===== src/sv/uer_pkg.sv =====
// Package for the ultrasonic echo ranger: register indexes, reset values,
// and the configuration and result structs shared by the modules.
// No dependencies.
package uer_pkg;

   localparam int CsrIndexWidth = 3;
   localparam int CsrDataWidth  = 20;

   localparam logic [CsrIndexWidth-1:0] CSR_PULSE_COUNT     = 3'd0;
   localparam logic [CsrIndexWidth-1:0] CSR_PULSE_HALF_US   = 3'd1;
   localparam logic [CsrIndexWidth-1:0] CSR_COUNT_PERIOD_US = 3'd2;
   localparam logic [CsrIndexWidth-1:0] CSR_WINDOW_US       = 3'd3;
   localparam logic [CsrIndexWidth-1:0] CSR_MAX_DISTANCE    = 3'd4;
   localparam logic [CsrIndexWidth-1:0] CSR_SCALE_Q16       = 3'd5;

   localparam logic [3:0]  PULSE_COUNT_RESET     = 4'd4;
   localparam logic [7:0]  PULSE_HALF_US_RESET   = 8'd12;
   localparam logic [7:0]  COUNT_PERIOD_US_RESET = 8'd5;
   localparam logic [19:0] WINDOW_US_RESET       = 20'd100000;
   localparam logic [15:0] MAX_DISTANCE_RESET    = 16'd32000;
   localparam logic [15:0] SCALE_Q16_RESET       = 16'd9284;

   typedef struct packed {
      logic [3:0]  pulse_count;
      logic [7:0]  pulse_half_us;
      logic [7:0]  count_period_us;
      logic [19:0] window_us;
      logic [15:0] max_distance_x16;
      logic [15:0] scale_q16;
   } cfg_type;

   typedef struct packed {
      logic        trig_level;
      logic        busy_res;
      logic        done_res;
      logic        no_echo;
      logic [15:0] distance_x16;
   } result_type;

endpackage


===== src/sv/uer_csr.sv =====
// Configuration register file of the echo ranger.
// Depends on uer_pkg for register indexes, reset values and cfg_type.
module uer_csr (
   input  logic                              clock,
   input  logic                              reset,
   input  logic                              csr_write,
   input  logic [uer_pkg::CsrIndexWidth-1:0] csr_index,
   input  logic [uer_pkg::CsrDataWidth-1:0]  csr_data,
   output uer_pkg::cfg_type                  cfg
);

   uer_pkg::cfg_type cfg_ff;

   always_ff @(posedge clock) begin
      if (reset) begin
         cfg_ff.pulse_count      <= uer_pkg::PULSE_COUNT_RESET;
         cfg_ff.pulse_half_us    <= uer_pkg::PULSE_HALF_US_RESET;
         cfg_ff.count_period_us  <= uer_pkg::COUNT_PERIOD_US_RESET;
         cfg_ff.window_us        <= uer_pkg::WINDOW_US_RESET;
         cfg_ff.max_distance_x16 <= uer_pkg::MAX_DISTANCE_RESET;
         cfg_ff.scale_q16        <= uer_pkg::SCALE_Q16_RESET;
      end else if (csr_write) begin
         // Indexes beyond the register list are dropped.
         unique case (csr_index)
            uer_pkg::CSR_PULSE_COUNT:     cfg_ff.pulse_count      <= csr_data[3:0];
            uer_pkg::CSR_PULSE_HALF_US:   cfg_ff.pulse_half_us    <= csr_data[7:0];
            uer_pkg::CSR_COUNT_PERIOD_US: cfg_ff.count_period_us  <= csr_data[7:0];
            uer_pkg::CSR_WINDOW_US:       cfg_ff.window_us        <= csr_data;
            uer_pkg::CSR_MAX_DISTANCE:    cfg_ff.max_distance_x16 <= csr_data[15:0];
            uer_pkg::CSR_SCALE_Q16:       cfg_ff.scale_q16        <= csr_data[15:0];
            default: ;
         endcase
      end
   end

   assign cfg = cfg_ff;

endmodule


===== src/sv/uer_core.sv =====
// Measurement sequencer of the echo ranger: phase, counters and the
// distance calculation, advanced by one word per step. Depends on uer_pkg.
module uer_core (
   input  logic                clock,
   input  logic                reset,
   input  logic                step_en,
   input  logic                start_req,
   input  logic                echo_level,
   input  uer_pkg::cfg_type    cfg,
   output uer_pkg::result_type result
);

   localparam logic [1:0] PH_IDLE   = 2'd0;
   localparam logic [1:0] PH_BURST  = 2'd1;
   localparam logic [1:0] PH_WINDOW = 2'd2;

   logic [1:0]  phase_ff, phase_in;
   logic [3:0]  pulse_index_ff, pulse_index_in;
   logic [19:0] micro_ff, micro_in;
   logic [7:0]  prescale_ff, prescale_in;
   logic [15:0] ticks_ff, ticks_in;
   logic        seen_ff, seen_in;
   logic        prev_ff;
   logic [15:0] last_good_ff, last_good_in;

   logic [7:0]  half;
   logic [3:0]  pulses;
   logic [7:0]  period;
   logic [19:0] window;
   logic [19:0] micro_inc;
   logic [7:0]  prescale_inc;
   logic        falling;
   logic [31:0] product;
   logic [19:0] dist_raw;
   logic [15:0] dist_clamped;
   logic [15:0] dist_final;

   // Zero register values act as one.
   assign half   = (cfg.pulse_half_us == 8'd0) ? 8'd1 : cfg.pulse_half_us;
   assign pulses = (cfg.pulse_count == 4'd0) ? 4'd1 : cfg.pulse_count;
   assign period = (cfg.count_period_us == 8'd0) ? 8'd1 : cfg.count_period_us;
   assign window = (cfg.window_us == 20'd0) ? 20'd1 : cfg.window_us;

   assign micro_inc    = micro_ff + 20'd1;
   assign prescale_inc = prescale_ff + 8'd1;
   assign falling      = prev_ff & ~echo_level;

   // The count is frozen whenever the window closes with an echo, so the
   // registered count is the one to scale.
   assign product      = {16'd0, ticks_ff} * {16'd0, cfg.scale_q16};
   assign dist_raw     = product[31:12];
   assign dist_clamped = (dist_raw > {4'd0, cfg.max_distance_x16}) ?
                         cfg.max_distance_x16 : dist_raw[15:0];
   assign dist_final   = (dist_clamped == 16'd0) ? last_good_ff : dist_clamped;

   always_comb begin
      phase_in       = phase_ff;
      pulse_index_in = pulse_index_ff;
      micro_in       = micro_ff;
      prescale_in    = prescale_ff;
      ticks_in       = ticks_ff;
      seen_in        = seen_ff;
      last_good_in   = last_good_ff;
      result         = '0;

      unique case (phase_ff)
         PH_BURST: begin
            result.busy_res   = 1'b1;
            result.trig_level = (micro_ff < {12'd0, half});
            micro_in          = micro_inc;
            if (micro_inc >= {11'd0, half, 1'b0}) begin
               micro_in = 20'd0;
               if ({1'b0, pulse_index_ff} + 5'd1 >= {1'b0, pulses}) begin
                  pulse_index_in = 4'd0;
                  phase_in       = PH_WINDOW;
               end else begin
                  pulse_index_in = pulse_index_ff + 4'd1;
               end
            end
         end
         PH_WINDOW: begin
            result.busy_res = 1'b1;
            if (!seen_ff && falling) begin
               seen_in = 1'b1;
            end else if (!seen_ff) begin
               prescale_in = prescale_inc;
               if (prescale_inc >= period) begin
                  prescale_in = 8'd0;
                  if (ticks_ff != 16'hFFFF) begin
                     ticks_in = ticks_ff + 16'd1;
                  end
               end
            end
            micro_in = micro_inc;
            if (micro_inc == 20'd0 || micro_inc >= window) begin
               result.busy_res = 1'b0;
               result.done_res = 1'b1;
               phase_in        = PH_IDLE;
               micro_in        = 20'd0;
               if (seen_in) begin
                  result.distance_x16 = dist_final;
                  last_good_in        = dist_final;
               end else begin
                  result.no_echo = 1'b1;
               end
            end
         end
         default: begin
            // Idle, and the unused phase code behaves as idle.
            phase_in = PH_IDLE;
            if (start_req) begin
               phase_in        = PH_BURST;
               result.busy_res = 1'b1;
               pulse_index_in  = 4'd0;
               micro_in        = 20'd0;
               prescale_in     = 8'd0;
               ticks_in        = 16'd0;
               seen_in         = 1'b0;
            end
         end
      endcase
   end

   always_ff @(posedge clock) begin
      if (reset) begin
         phase_ff       <= PH_IDLE;
         pulse_index_ff <= 4'd0;
         micro_ff       <= 20'd0;
         prescale_ff    <= 8'd0;
         ticks_ff       <= 16'd0;
         seen_ff        <= 1'b0;
         prev_ff        <= 1'b0;
         last_good_ff   <= 16'd0;
      end else if (step_en) begin
         phase_ff       <= phase_in;
         pulse_index_ff <= pulse_index_in;
         micro_ff       <= micro_in;
         prescale_ff    <= prescale_in;
         ticks_ff       <= ticks_in;
         seen_ff        <= seen_in;
         prev_ff        <= echo_level;
         last_good_ff   <= last_good_in;
      end
   end

endmodule


===== src/sv/ultrasonic_echo_ranger_unit.sv =====
// Top level of the ultrasonic echo ranger: register file, input word register,
// sequencer and result register. Depends on uer_pkg, uer_csr and uer_core.
//
// Usage: each request word is one microsecond tick carrying start_req and
// the sampled echo pin level. Every accepted word yields exactly one
// response word with the trigger drive level, busy, done, no_echo and the
// distance in sixteenths (valid with done when no_echo is low).
// Both channels use valid/ready. A word waits in the input register and then
// steps the sequencer into the result register; throughput is one word per
// cycle while the receiver keeps taking words and does not stall.
// The sequencer state advances only when a word moves into the result
// register, so it runs at the word rate, not the clock rate.
// When the receiver stalls, the result register holds its word and the input
// register still takes one more word; then req_ready drops until the result
// is taken. Reset (synchronous, active high) empties both registers, puts
// the sequencer in idle and loads the register reset values.
// Configuration writes through csr_write/csr_index/csr_data take effect at
// the next clock edge, with no wait; indexes past the list are ignored.
module ultrasonic_echo_ranger_unit (
   input  logic                              clock,
   input  logic                              reset,
   input  logic                              req_valid,
   output logic                              req_ready,
   input  logic                              req_start_req,
   input  logic                              req_echo_level,
   output logic                              rsp_valid,
   input  logic                              rsp_ready,
   output logic                              rsp_trig_level,
   output logic                              rsp_busy_res,
   output logic                              rsp_done_res,
   output logic                              rsp_no_echo,
   output logic [15:0]                       rsp_distance_x16,
   input  logic                              csr_write,
   input  logic [uer_pkg::CsrIndexWidth-1:0] csr_index,
   input  logic [uer_pkg::CsrDataWidth-1:0]  csr_data
);

   uer_pkg::cfg_type    cfg;
   uer_pkg::result_type step_result;
   uer_pkg::result_type out_ff;

   logic in_valid_ff;
   logic in_start_ff;
   logic in_echo_ff;
   logic out_valid_ff;
   logic advance;

   assign advance   = in_valid_ff && (!out_valid_ff || rsp_ready);
   assign req_ready = !in_valid_ff || advance;

   uer_csr u_csr (
      .clock     (clock),
      .reset     (reset),
      .csr_write (csr_write),
      .csr_index (csr_index),
      .csr_data  (csr_data),
      .cfg       (cfg)
   );

   uer_core u_core (
      .clock      (clock),
      .reset      (reset),
      .step_en    (advance),
      .start_req  (in_start_ff),
      .echo_level (in_echo_ff),
      .cfg        (cfg),
      .result     (step_result)
   );

   always_ff @(posedge clock) begin
      if (reset) begin
         in_valid_ff <= 1'b0;
      end else if (req_ready) begin
         in_valid_ff <= req_valid;
      end
   end

   always_ff @(posedge clock) begin
      if (req_valid && req_ready) begin
         in_start_ff <= req_start_req;
         in_echo_ff  <= req_echo_level;
      end
   end

   always_ff @(posedge clock) begin
      if (reset) begin
         out_valid_ff <= 1'b0;
      end else if (advance) begin
         out_valid_ff <= 1'b1;
      end else if (rsp_ready) begin
         out_valid_ff <= 1'b0;
      end
   end

   always_ff @(posedge clock) begin
      if (advance) begin
         out_ff <= step_result;
      end
   end

   assign rsp_valid        = out_valid_ff;
   assign rsp_trig_level   = out_ff.trig_level;
   assign rsp_busy_res     = out_ff.busy_res;
   assign rsp_done_res     = out_ff.done_res;
   assign rsp_no_echo      = out_ff.no_echo;
   assign rsp_distance_x16 = out_ff.distance_x16;

   // A word waiting in the input register must not be lost while stalled.
   a_input_held: assert property (@(posedge clock) disable iff (reset)
      in_valid_ff && !advance |=> in_valid_ff && $stable(in_start_ff))
      else $error("input word dropped during stall");

   a_done_not_busy: assert property (@(posedge clock) disable iff (reset)
      out_valid_ff && out_ff.done_res |-> !out_ff.busy_res)
      else $error("done reported while busy");

   a_no_echo_with_done: assert property (@(posedge clock) disable iff (reset)
      out_valid_ff && out_ff.no_echo |-> out_ff.done_res && out_ff.distance_x16 == 16'd0)
      else $error("no_echo without done or with a distance");

   a_trig_while_busy: assert property (@(posedge clock) disable iff (reset)
      out_valid_ff && out_ff.trig_level |-> out_ff.busy_res)
      else $error("trigger driven while idle");

endmodule


===== config.mk =====
export PLATFORM = sky130hd
export DESIGN_NAME = ultrasonic_echo_ranger_unit
export DESIGN_NICKNAME = d
export VERILOG_FILES = /design/src/sv/uer_pkg.sv /design/src/sv/uer_csr.sv /design/src/sv/uer_core.sv /design/src/sv/ultrasonic_echo_ranger_unit.sv
export SDC_FILE = /design/constraint.sdc
export NUM_CORES = 1
export LEC_CHECK = 0
export BUFFER_PORTS_ARGS = -buffer_cell sky130_fd_sc_hd__clkbuf_2
export CORE_ASPECT_RATIO = 0.5
export CORE_UTILIZATION = 35
export CTS_BUF_LIST = sky130_fd_sc_hd__clkbuf_8
export DETAILED_ROUTE_END_ITERATION = 7
export PLACE_DENSITY_LB_ADDON = 0.25
export SETUP_SLACK_MARGIN = 0.05
export SLEW_MARGIN = 20
export SYNTH_ARGS = -nofsm -noshare
export SYNTH_HDL_FRONTEND = slang
export SYNTH_SLANG_ARGS = --single-unit

===== constraint.sdc =====
create_clock -name clock -period 16.8 [get_ports clock]
set_input_delay 3.36 -clock clock [delete_from_list [all_inputs] [get_ports clock]]
set_output_delay 3.36 -clock clock [all_outputs]
set_load 0.02 [all_outputs]

==> impl_metrics.sql, run 1 <==
INSERT INTO impl_metrics (metric_group, metric, value, unit) VALUES
('job', 'timing.max_cap.violations', '0', ''),
('logic_synthesis', 'yosys-top-cells-area', 'fa_1 22%, dfxtp_1 16%, ha_1 12%', ''),
('pwr', 'switching_power', '230', 'uW'),
('worst_setup_path', 'critPathSlowestCell', 'dfxtp_1', ''),
('timing', 'setup_viol_count_final', '0', ''),
('logic_synthesis', 'post-synth-top-area-cell', 'fa_1', ''),
('logic_synthesis', 'ys.flop_type', 'dfxtp_1', ''),
('logic_synthesis', 'synth-async-reset-ratio', '0', ''),
('logic_synthesis', 'synth-edff-count', '22', ''),
('timing', 'rsz0062_at_grt', 'false', ''),
('routing', 'route.detailed.drc', '0', ''),
('pwr', 'internal_power', '532', 'uW'),
('pwr', 'switching_share', '0.302', ''),
('worst_setup_path', 'worstPathArrival', '10.36', 'ns'),
('logic_synthesis', 'syn_area_per_cell', '8.38', 'um^2'),
('pwr', 'power.share.combinational', '0.076', ''),
('worst_setup_path', 'timing.critical_path.max_delay_family', 'adder cells', ''),
('finish', 'areaGrowthSynthToFinish', '6.25', '%'),
('cts', 'post_cts_resized', '0', ''),
('routing', 'wl_per_cell', '17.2', 'um'),
('routing', 'dr.first_iter.drc_count', '947', ''),
('routing', 'route.final.wire_length', '46900', 'um'),
('worst_setup_path', 'timing.critical_path.depth', '30', ''),
('status', 'result_of_the_run', 'completed', ''),
('cts', 'cts.path.max_buffers', '2', ''),
('pwr', 'power.leakage', '8.56', 'nW'),
('timing', 'max_freq', '0.0996', 'GHz'),
('worst_setup_path', 'crit_start', 'u_core.ticks_ff[5]', ''),
('cts', 'clk-insertion-delay-late', '0.49', 'ns'),
('timing', 'period_utilization_post_route', '0.598', ''),
('worst_setup_path', 'critPathRequiredTime', '17.12', 'ns'),
('routing', 'drt_first_pass_iters', '5', ''),
('cts', 'cts-root-buf', 'clkbuf_8', ''),
('floorplan', 'coreArea', '0.0490', 'mm^2'),
('timing', 'worstMarginPinSlew', '1.04', 'ns'),
('routing', 'vias', '14000', ''),
('worst_setup_path', 'critical_path.reg2reg.startpoint', 'u_core.ticks_ff[5]', ''),
('logic_synthesis', 'seq_area_frac_synth', '0.200', ''),
('worst_setup_path', 'crit_path_start_kind', 'flop', ''),
('floorplan', 'die_area', '0.0510', 'mm^2'),
('timing', 'final.min_clock_period', '10.04', 'ns'),
('worst_setup_path', 'r2r_setup_slk', '6.76', 'ns'),
('cts', 'holdBufCountCts', '0', ''),
('logic_synthesis', 'synth_largest_type_area_fraction', '0.220', ''),
('worst_setup_path', 'timing.critical_path.to', 'rsp_distance_x16[13]', ''),
('hold_path', 'hold_path.class', 'reg -> reg', ''),
('place', 'io_buffer_count', '51', ''),
('finish', 'final_cells', '2721', ''),
('floorplan', 'chip_width', '318', 'um'),
('global_routing', 'antenna_found_initial', '0', ''),
('global_routing', 'grt_start_max_net_pins', '45', ''),
('logic_synthesis', 'synth.cell_area', '0.0175', 'mm^2'),
('pwr', 'vdd_ir_drop_max', '0.0000568', 'V'),
('worst_setup_path', 'library_cell_appearing_most_often_on_the_critical_path', 'fa_1', ''),
('floorplan', 'row_count', '57', ''),
('global_routing', 'grt_use_total', '0.193', ''),
('finish', 'layout_common_cells', '310 x inv_1, 304 x nand2_1, 193 x fa_1', ''),
('logic_synthesis', 'synth.yosys.warnings', '0', ''),
('worst_setup_path', 'worst_path_class_setup', 'reg -> reg', ''),
('floorplan', 'effective_utilization_at_floorplan', '0.358', ''),
('place', 'dp_cell_count', '2689', ''),
('cts', 'clock_tree.htree_level_count', '4', ''),
('pwr', 'cell_pwr_density', '40.9', 'mW/mm^2'),
('finish', 'n_antenna_cell', '0', ''),
('logic_synthesis', 'postSynthRegisterBits', '164', ''),
('routing', 'antenna_violating_nets_post_route', '0', ''),
('worst_setup_path', 'end_kind', 'flop', ''),
('finish', 'layout_commonest_cell', 'inv_1', ''),
('global_routing', 'grt_pass1_vias', '14300', ''),
('place', 'gpl.final_weighted_congestion', '0.892', ''),
('cts', 'cts-buffers-inserted', '17', '');
[worst min-delay path by stage]
stage                                  startpoint                 endpoint  depth (start not counted)
final                      u_core.last_good_ff[3]   u_core.last_good_ff[3]                          1
after global routing      u_core.last_good_ff[15]  u_core.last_good_ff[15]                          1
after CTS                  u_core.last_good_ff[0]   u_core.last_good_ff[0]                          1
after detailed placement   u_core.last_good_ff[9]   u_core.last_good_ff[9]                          1
after global placement             u_core.prev_ff           u_core.prev_ff                          2
after floorplan            u_core.last_good_ff[0]   u_core.last_good_ff[0]                          1
[power by group through the flow]
stage	clock network [mW]	registers [mW]	logic [mW]
floorplan	0	0.420	0.0345
global placement	0	0.423	0.0580
detailed placement	0	0.423	0.0583
CTS	0.299	0.414	0.0586
global route	0.316	0.415	0.0644
finish	0.289	0.414	0.0582
[metrics by stage]
step	instance area, um^2	worst slack [ns]	hold WS [ns]	utilization	total power, mW
floorplan	17500	8.67	0.432	-	0.455
global placement	18200	7.06	0.443	0.372	0.481
detailed placement	18200	6.89	0.447	0.372	0.481
CTS	18600	6.81	0.472	0.380	0.772
global route	18600	6.11	0.485	0.380	0.795
finish	18600	6.76	0.469	0.380	0.761
[cells in the mapped netlist (4+ instances only)]
cell,count
xnor2_1,22
nor2b_1,9
o21a_1,4
xor2_1,25
nor4_1,21
o31ai_1,6
nand4_1,25
a211oi_1,7
o211ai_1,9
and4b_1,4
a31oi_1,12
nand3b_1,11
ha_1,170
o21ai_0,38
or4_1,4
a21oi_1,148
a311oi_1,5
nand3_1,36
edfxtp_1,22
o21bai_1,4
clkbuf_1,98
nor3_1,23
fa_1,193
nand2b_1,11
nor3b_1,6
nor2_1,105
dfxtp_1,142
or3_1,18
mux2i_1,22
nand2_1,304
and2_1,127
o2bb2ai_1,16
a21o_1,22
and3_1,15
a22oi_1,12
a211o_1,11
buf_2,12
inv_1,309
[metal layers]
metal  vias to the layer above  part of all wire  track usage
li1                       6767                 -            -
met4                         0             0.013       0.0384
met5                         -                 0            0
met3                        42             0.035       0.0230
met1                      6925              0.48        0.269
met2                       239              0.47        0.321
[sequential cells by signal, summed over array words and instances (netlist names)]
signal / count
u_core.prescale_ff: 8
u_core.pulse_index_ff: 4
u_core.phase_ff: 2
u_core.prev_ff: 1
rsp_distance_x16: 16
u_core.micro_ff: 20
rsp_trig_level: 1
in_echo_ff: 1
in_start_ff: 1
rsp_no_echo: 1
u_core.last_good_ff: 16
u_core.seen_ff: 1
rsp_valid: 1
rsp_done_res: 1
rsp_busy_res: 1
u_csr.cfg: 72
in_valid_ff: 1
u_core.ticks_ff: 16
[cells by family after synthesis]
logic type                 count (synthesis)  synth area share
and+or+nand+nor                          741             0.210
adders and majority gates                363             0.342
muxes                                     23            0.0132
AOI/OAI and AO/OA                        328             0.118
xor gates and xnor gates                  47            0.0235
DFF                                      164             0.200
buffers and inverters                    426            0.0934
[area by class of cell]
type / count / area, um^2
Clock buffer: 17 / 234
Clock inverter: 15 / 145
Fill cell: 5032 / 30400
Inverter: 309 / 1160
Multi-Input combinational cell: 1502 / 12400
Sequential cell: 164 / 3500
Tap cell: 649 / 812
Timing Repair Buffer: 65 / 363
(Power assumes the default switching activity.)
==> run 2, diff against run 1 <==
Settings changed: ABC_AREA from default to 1.
Clock period 16.8 ns to 9.9 ns, I/O delays scaled along.
==> impl_metrics.sql, run 2 <==
INSERT INTO impl_metrics (metric_group, metric, value, unit) VALUES
('floorplan', 'coreArea', '0.0509', 'mm^2'),
('logic_synthesis', 'post_synth_and_or_nand_nor_area_fraction', '0.224', ''),
('logic_synthesis', 'synth-async-reset-ratio', '0', ''),
('routing', 'route.detailed.vias_per_inst', '4.78', ''),
('worst_setup_path', 'critical_path.max_stage_delay', '0.96', 'ns'),
('logic_synthesis', 'synth-compound-area-share', '0.0892', ''),
('logic_synthesis', 'ys.flop_type', 'dfxtp_1', ''),
('logic_synthesis', 'synth.cells.most_frequent', '605 x nand2_1, 602 x inv_1, 193 x fa_1', ''),
('logic_synthesis', 'seq_area_frac_synth', '0.191', ''),
('routing', 'route.detailed.drc', '0', ''),
('routing', 'drt_first_pass_iters', '5', ''),
('logic_synthesis', 'synthesized_instance_count', '2537', ''),
('finish', 'nNetsFinal', '2923', ''),
('worst_setup_path', 'crit_path_start_kind', 'flop', ''),
('global_routing', 'grtUsageMet2', '0.330', ''),
('floorplan', 'die_area', '0.0533', 'mm^2'),
('global_routing', 'grt_pass1_vias', '15400', ''),
('timing', 'max_freq', '0.110', 'GHz'),
('floorplan', 'ios', '52', ''),
('worst_setup_path', 'worst_path_class_setup', 'reg -> reg', ''),
('worst_setup_path', 'cp_max_fo', '20', ''),
('worst_setup_path', 'library_cell_appearing_most_often_on_the_critical_path', 'nand2_1', ''),
('logic_synthesis', 'post_synth_xor_area_fraction', '0.0172', ''),
('floorplan', 'effective_utilization_at_floorplan', '0.359', ''),
('logic_synthesis', 'synth.cell_area', '0.0183', 'mm^2'),
('timing', 'fin_tns_setup', '0', 'ns'),
('finish', 'final_cells', '3235', ''),
('logic_synthesis', 'synthDistinctLibCells', '56', ''),
('worst_setup_path', 'critPathRequiredTime', '10.23', 'ns'),
('global_routing', 'gr-usage-met3', '0.0335', ''),
('pwr', 'power.leakage', '10.6', 'nW'),
('place', 'gpl.final_weighted_congestion', '0.903', ''),
('finish', 'drive_gt1_frac', '0.0665', ''),
('cts', 'holdBufCountCts', '0', ''),
('pwr', 'cell_pwr_density', '68.3', 'mW/mm^2'),
('logic_synthesis', 'synth.area.mux_share', '0.000615', ''),
('finish', 'areaGrowthSynthToFinish', '7.08', '%'),
('cts', 'worst_setup_hold_path_clk_slew', '0.11', 'ns'),
('timing', 'hold-worst-slack', '0.469', 'ns'),
('logic_synthesis', 'synth_most_common_cell', 'nand2_1', ''),
('place', 'dp_hpwl', '40200', 'um'),
('routing', 'route.final.wire_length', '51200', 'um'),
('hold_path', 'hold_path.class', 'reg -> reg', ''),
('floorplan', 'height_of_the_chip', '164', 'um'),
('global_routing', 'grt_use_total', '0.199', ''),
('timing', 'rsz0062_at_grt', 'false', ''),
('job', 'timing.max_cap.violations', '0', ''),
('worst_setup_path', 'critPathSlowestCell', 'dfxtp_1', ''),
('logic_synthesis', 'synth-edff-count', '22', ''),
('timing', 'worst_slew_margin_rel', '0.331', ''),
('global_routing', 'globalRoute.busiestLayer', 'met2', ''),
('routing', 'antenna_violating_nets_post_route', '0', ''),
('timing', 'worstMarginPinSlew', '0.998', 'ns'),
('worst_setup_path', 'r2r_setup_slk', '0.78', 'ns'),
('cts', 'cts_num_sinks', '164', ''),
('cts', 'clock_tree.htree_level_count', '4', ''),
('logic_synthesis', 'synth_largest_type_area_fraction', '0.211', ''),
('timing', 'finalMaxSlewViolations', '0', ''),
('worst_setup_path', 'end_kind', 'flop', ''),
('timing', 'timing.clock.skew', '0.0251', 'ns'),
('finish', 'layout_common_cells', '605 x nand2_1, 601 x inv_1, 193 x fa_1', ''),
('cts', 'cts-root-buf', 'clkbuf_8', ''),
('cts', 'post_cts.repair.setup_buffers', '0', ''),
('worst_setup_path', 'timing.critical_path.to', 'rsp_distance_x16[0]', ''),
('logic_synthesis', 'synth_top_family_by_area', 'adder cells', ''),
('global_routing', 'globalRoute.totalOverflow', '0', ''),
('global_routing', 'grt_first_pass_wirelength', '83500', 'um'),
('global_routing', 'antenna_found_initial', '1', ''),
('routing', 'wl_per_cell', '15.8', 'um'),
('worst_setup_path', 'worstPathArrival', '9.45', 'ns'),
('floorplan', 'chip_width', '325', 'um'),
('cts', 'post_cts_resized', '0', ''),
('cts', 'clk-insertion-delay-late', '0.49', 'ns'),
('worst_setup_path', 'crit_start', 'u_core.ticks_ff[5]', ''),
('worst_setup_path', 'timing.reg2reg.worst_path_depth', '39', ''),
('timing', 'final.min_clock_period', '9.12', 'ns'),
('finish', 'flip_flop_count_of_the_largest_register_all_copies_and_words_added', '72', ''),
('finish', 'layout_commonest_cell', 'nand2_1', ''),
('global_routing', 'grt_start_max_net_pins', '76', ''),
('finish', 'fillers', '5451', ''),
('routing', 'dr.first_iter.drc_count', '1135', ''),
('worst_setup_path', 'worst_r2r_endpoint', 'rsp_distance_x16[0]', ''),
('place', 'dp_cell_count', '3201', ''),
('cts', 'cts.path.max_buffers', '2', ''),
('worst_setup_path', 'critical_path.reg2reg.startpoint', 'u_core.ticks_ff[5]', ''),
('logic_synthesis', 'post_synth_fa_ha_maj_area_fraction', '0.327', ''),
('logic_synthesis', 'syn_area_per_cell', '7.22', 'um^2'),
('cts', 'cts-buffers-inserted', '17', ''),
('logic_synthesis', 'syn-num-nets', '2930', ''),
('place', 'io_buffer_count', '51', ''),
('status', 'result_of_the_run', 'completed', ''),
('routing', 'vias', '15500', ''),
('floorplan', 'row_count', '58', ''),
('timing', 'final-hold-violation-count', '0', ''),
('logic_synthesis', 'synth.yosys.warnings', '0', ''),
('pwr', 'vdd_ir_drop_max', '0.0000841', 'V'),
('logic_synthesis', 'postSynthRegisterBits', '164', ''),
('pwr', 'report.power.total', '1.34', 'mW'),
('logic_synthesis', 'yosys-top-cells-area', 'fa_1 21%, dfxtp_1 16%, nand2_1 12%', ''),
('logic_synthesis', 'post-synth-top-area-cell', 'fa_1', ''),
('timing', 'period_utilization_post_route', '0.921', ''),
('global_routing', 'grt_util_met1', '0.273', ''),
('cts', 'tritoncts_clock_tree', 'done', ''),
('timing', 'setup_viol_count_final', '0', '');
==> run 2: logic make-up (layout without fill, tap and decap cells) <==
| group | after synthesis | in the layout |
|---|---|---|
| AND/OR/NAND/NOR | 953 | 953 |
| buffers and inverters | 722 | 728 |
| adder cells (fa/ha/maj) | 363 | 363 |
| AO/OA/AOI/OAI | 298 | 298 |
| flip-flops | 164 | 164 |
| XOR/XNOR | 36 | 36 |
| multiplexers | 1 | 1 |
| other | 0 | 2 |
==> run 2: per-stage QoR <==
stage               worst slack, ns  utilization  area, um^2
global route                  0.114        0.385       19600
global placement              0.959        0.377       19200
finish                        0.780        0.385       19600
detailed placement            0.907        0.377       19200
floorplan                      2.25            -       18300
CTS                           0.892        0.385       19600
==> run 2: worst max-delay path, delay by kind of cell, from the launching register on <==
family	cells	cell delay [ns]
XOR/XNOR	1	0.48
AO/OA/AOI/OAI	2	0.24
AND/OR/NAND/NOR	23	3.18
buffers and inverters	5	0.25
flip-flops	1	0.96
adder cells (fa/ha/maj)	8	3.80
==> run 2: how the worst min path moves through the flow <==
| stage | cells after the start | to | slack, ns | startpoint |
|---|---|---|---|---|
| final | 2 | u_csr.cfg[32] | 0.47 | u_csr.cfg[32] |
| after detailed placement | 2 | u_csr.cfg[32] | 0.46 | u_csr.cfg[32] |
| after CTS | 2 | u_csr.cfg[32] | 0.47 | u_csr.cfg[32] |
| after global placement | 2 | u_csr.cfg[52] | 0.45 | u_csr.cfg[52] |
| after floorplan | 2 | u_csr.cfg[52] | 0.43 | u_csr.cfg[52] |
| after global routing | 2 | u_csr.cfg[32] | 0.49 | u_csr.cfg[32] |
==> run 2: report_power, final <==
part | leakage (nW) | switching (mW) | internal (mW) | total, mW
clock network | 0.195 | 0.304 | 0.211 | 0.514
logic | 9.03 | 0.0817 | 0.0328 | 0.115
registers | 1.36 | 0.0191 | 0.690 | 0.709
total | 10.6 | 0.404 | 0.934 | 1.34
==> run 2: final cells by class <==
class                           count  area, um^2  share of cell area
Clock inverter                     15         174             0.00887
Sequential cell                   164        3500               0.179
Antenna cell                        2        5.00            0.000255
Tap cell                          690         863              0.0440
Inverter                          620        2330               0.119
Clock buffer                       17         234              0.0119
Multi-Input combinational cell   1651       12100               0.615
Timing Repair Buffer               76         443              0.0226
==> run 2: routing by layer <==
layer / wire (um) / share of wire / vias to the layer above
met3: 2780 / 0.054 / 47
met5: 0 / 0 / -
met1: 24200 / 0.47 / 7385
met4: 775 / 0.015 / 0
li1: - / - / 7695
met2: 23500 / 0.46 / 349
==> run 3, diff against run 2 <==
Settings changed: GPL_TIMING_DRIVEN from default to 0.
==> impl_metrics.sql, run 3 (synthesis gave the netlist of run 2 again) <==
INSERT INTO impl_metrics (metric_group, metric, value, unit) VALUES
('hold_path', 'hold_path.startpoint', 'u_csr.cfg[32]', ''),
('timing', 'setup_viol_count_final', '0', ''),
('worst_setup_path', 'critPathSlowestCell', 'buf_1', ''),
('global_routing', 'grt_use_total', '0.204', ''),
('pwr', 'power.leakage', '10.6', 'nW'),
('finish', 'nNetsFinal', '2998', ''),
('pwr', 'cell_pwr_density', '66.0', 'mW/mm^2'),
('finish', 'layout_common_cells', '605 x nand2_1, 603 x inv_1, 193 x fa_1', ''),
('cts', 'cts-buffers-inserted', '17', ''),
('cts', 'cts_num_sinks', '164', ''),
('timing', 'rsz0062_at_grt', 'false', ''),
('worst_setup_path', 'cp_max_fo', '10', ''),
('global_routing', 'grt_first_pass_wirelength', '85400', 'um'),
('timing', 'final-hold-violation-count', '0', ''),
('routing', 'vias', '15900', ''),
('worst_setup_path', 'r2r_setup_slk', '0.63', 'ns'),
('routing', 'route.final.wire_length', '52700', 'um'),
('worst_setup_path', 'end_kind', 'flop', ''),
('global_routing', 'grt_start_max_net_pins', '27', ''),
('finish', 'finalInstanceArea', '0.0198', 'mm^2'),
('worst_setup_path', 'critical_path.reg2reg.startpoint', 'u_core.ticks_ff[13]', ''),
('floorplan', 'coreArea', '0.0509', 'mm^2'),
('timing', 'worstMarginPinSlew', '0.960', 'ns'),
('floorplan', 'effective_utilization_at_floorplan', '0.359', ''),
('routing', 'drt_first_pass_iters', '7', ''),
('status', 'result_of_the_run', 'completed', ''),
('finish', 'drive_gt1_frac', '0.0600', ''),
('floorplan', 'chip_width', '325', 'um'),
('timing', 'period_utilization_post_route', '0.937', ''),
('floorplan', 'height_of_the_chip', '164', 'um'),
('finish', 'n_antenna_cell', '0', ''),
('cts', 'tritoncts_clock_tree', 'done', ''),
('pwr', 'report.power.total', '1.31', 'mW'),
('timing', 'worst_slew_margin_rel', '0.356', ''),
('cts', 'holdBufCountCts', '0', ''),
('worst_setup_path', 'library_cell_appearing_most_often_on_the_critical_path', 'nand2_1', ''),
('global_routing', 'globalRoute.totalOverflow', '0', ''),
('routing', 'route.detailed.drc', '0', ''),
('place', 'dp_hpwl', '43100', 'um'),
('cts', 'worst_setup_hold_path_clk_slew', '0.10', 'ns'),
('global_routing', 'grt_pass1_vias', '15800', ''),
('place', 'post_dp_cell_area', '0.0194', 'mm^2'),
('cts', 'cts-root-buf', 'clkbuf_8', ''),
('worst_setup_path', 'critical_path.max_stage_delay', '0.65', 'ns'),
('worst_setup_path', 'critPathRequiredTime', '10.21', 'ns'),
('floorplan', 'die_area', '0.0533', 'mm^2'),
('finish', 'flip_flop_count_of_the_largest_register_all_copies_and_words_added', '72', ''),
('cts', 'cts.path.max_buffers', '2', ''),
('timing', 'max_freq', '0.108', 'GHz'),
('cts', 'clock_tree.htree_level_count', '4', ''),
('timing', 'final.setup.worst_slack', '0.626', 'ns'),
('timing', 'fin_tns_setup', '0', 'ns'),
('worst_setup_path', 'crit_path_start_kind', 'flop', ''),
('finish', 'areaGrowthSynthToFinish', '8.04', '%'),
('cts', 'clk-insertion-delay-late', '0.49', 'ns'),
('finish', 'layout_commonest_cell', 'nand2_1', ''),
('place', 'gpl.final_weighted_congestion', '0.904', ''),
('place', 'dp_cell_count', '3277', ''),
('routing', 'dr.first_iter.drc_count', '1116', ''),
('worst_setup_path', 'crit_start', 'u_core.ticks_ff[13]', ''),
('routing', 'route.detailed.vias_per_inst', '4.80', ''),
('floorplan', 'ios', '52', ''),
('routing', 'antenna_violating_nets_post_route', '0', ''),
('routing', 'wl_per_cell', '15.9', 'um'),
('timing', 'timing.clock.skew', '0.0189', 'ns'),
('job', 'timing.max_cap.violations', '0', ''),
('place', 'io_buffer_count', '50', ''),
('global_routing', 'antenna_found_initial', '0', ''),
('timing', 'final.min_clock_period', '9.27', 'ns'),
('floorplan', 'row_count', '58', ''),
('hold_path', 'hold_path.class', 'reg -> reg', ''),
('timing', 'finalMaxSlewViolations', '0', ''),
('worst_setup_path', 'worst_path_class_setup', 'reg -> reg', ''),
('worst_setup_path', 'worstPathArrival', '9.58', 'ns'),
('finish', 'final_cells', '3308', ''),
('place', 'place_ws', '0.506', 'ns'),
('pwr', 'vdd_ir_drop_max', '0.0000814', 'V'),
('cts', 'post_cts.repair.setup_buffers', '0', '');
==> run 3: critical path: cells and delay by family, from the launching register on <==
kind,cells,cell delay [ns]
AO/OA/AOI/OAI,2,0.27
XOR/XNOR,1,0.36
adder cells (fa/ha/maj),8,3.82
buffers and inverters,7,1.66
flip-flops,1,0.34
AND/OR/NAND/NOR,23,2.65
==> run 3: power by group <==
group | switching [mW] | internal [mW] | total (mW)
Combinational | 0.0939 | 0.0338 | 0.128
Sequential | 0.00886 | 0.690 | 0.699
Clock | 0.299 | 0.180 | 0.479
Total | 0.402 | 0.904 | 1.31
==> run 3: cell type report <==
cell class | instances | area [um^2]
fill | 5413 | 31200
multi-input combinational | 1651 | 12100
sequential | 164 | 3500
inverter | 620 | 2330
tap | 690 | 863
buffer | 101 | 427
timing repair buffer | 50 | 250
clock buffer | 17 | 234
clock inverter | 15 | 124
==> run 3: timing repair <==
item,4_1_cts,5_1_grt
hold endpoints to repair,0,0
setup endpoints to repair,0,23
gates resized for setup,0,6
==> run 3: final timing paths <==
| path | end | cells after the start |
|---|---|---|
| setup / recovery | rsp_distance_x16[11] | 41 |
| hold / removal | u_csr.cfg[32] | 2 |
| setup reg to reg | rsp_distance_x16[11] | 41 |
| hold reg to reg | u_csr.cfg[32] | 2 |
==> run 3: layer usage <==
| metal | vias to the layer above | wire length, um | global-route usage |
|---|---|---|---|
| met3 | 51 | 2710 | 0.0228 |
| met4 | 0 | 777 | 0.0420 |
| met5 | - | 0 | 0 |
| met1 | 7610 | 25400 | 0.285 |
| met2 | 377 | 23800 | 0.341 |
| li1 | 7824 | - | - |
==> run 3: per-stage QoR <==
stage	hold slack, ns	utilization
after floorplan	0.431	-
after global placement	0.453	0.381
after detailed placement	0.465	0.381
after CTS	0.484	0.388
after global routing	0.503	0.388
final	0.480	0.388
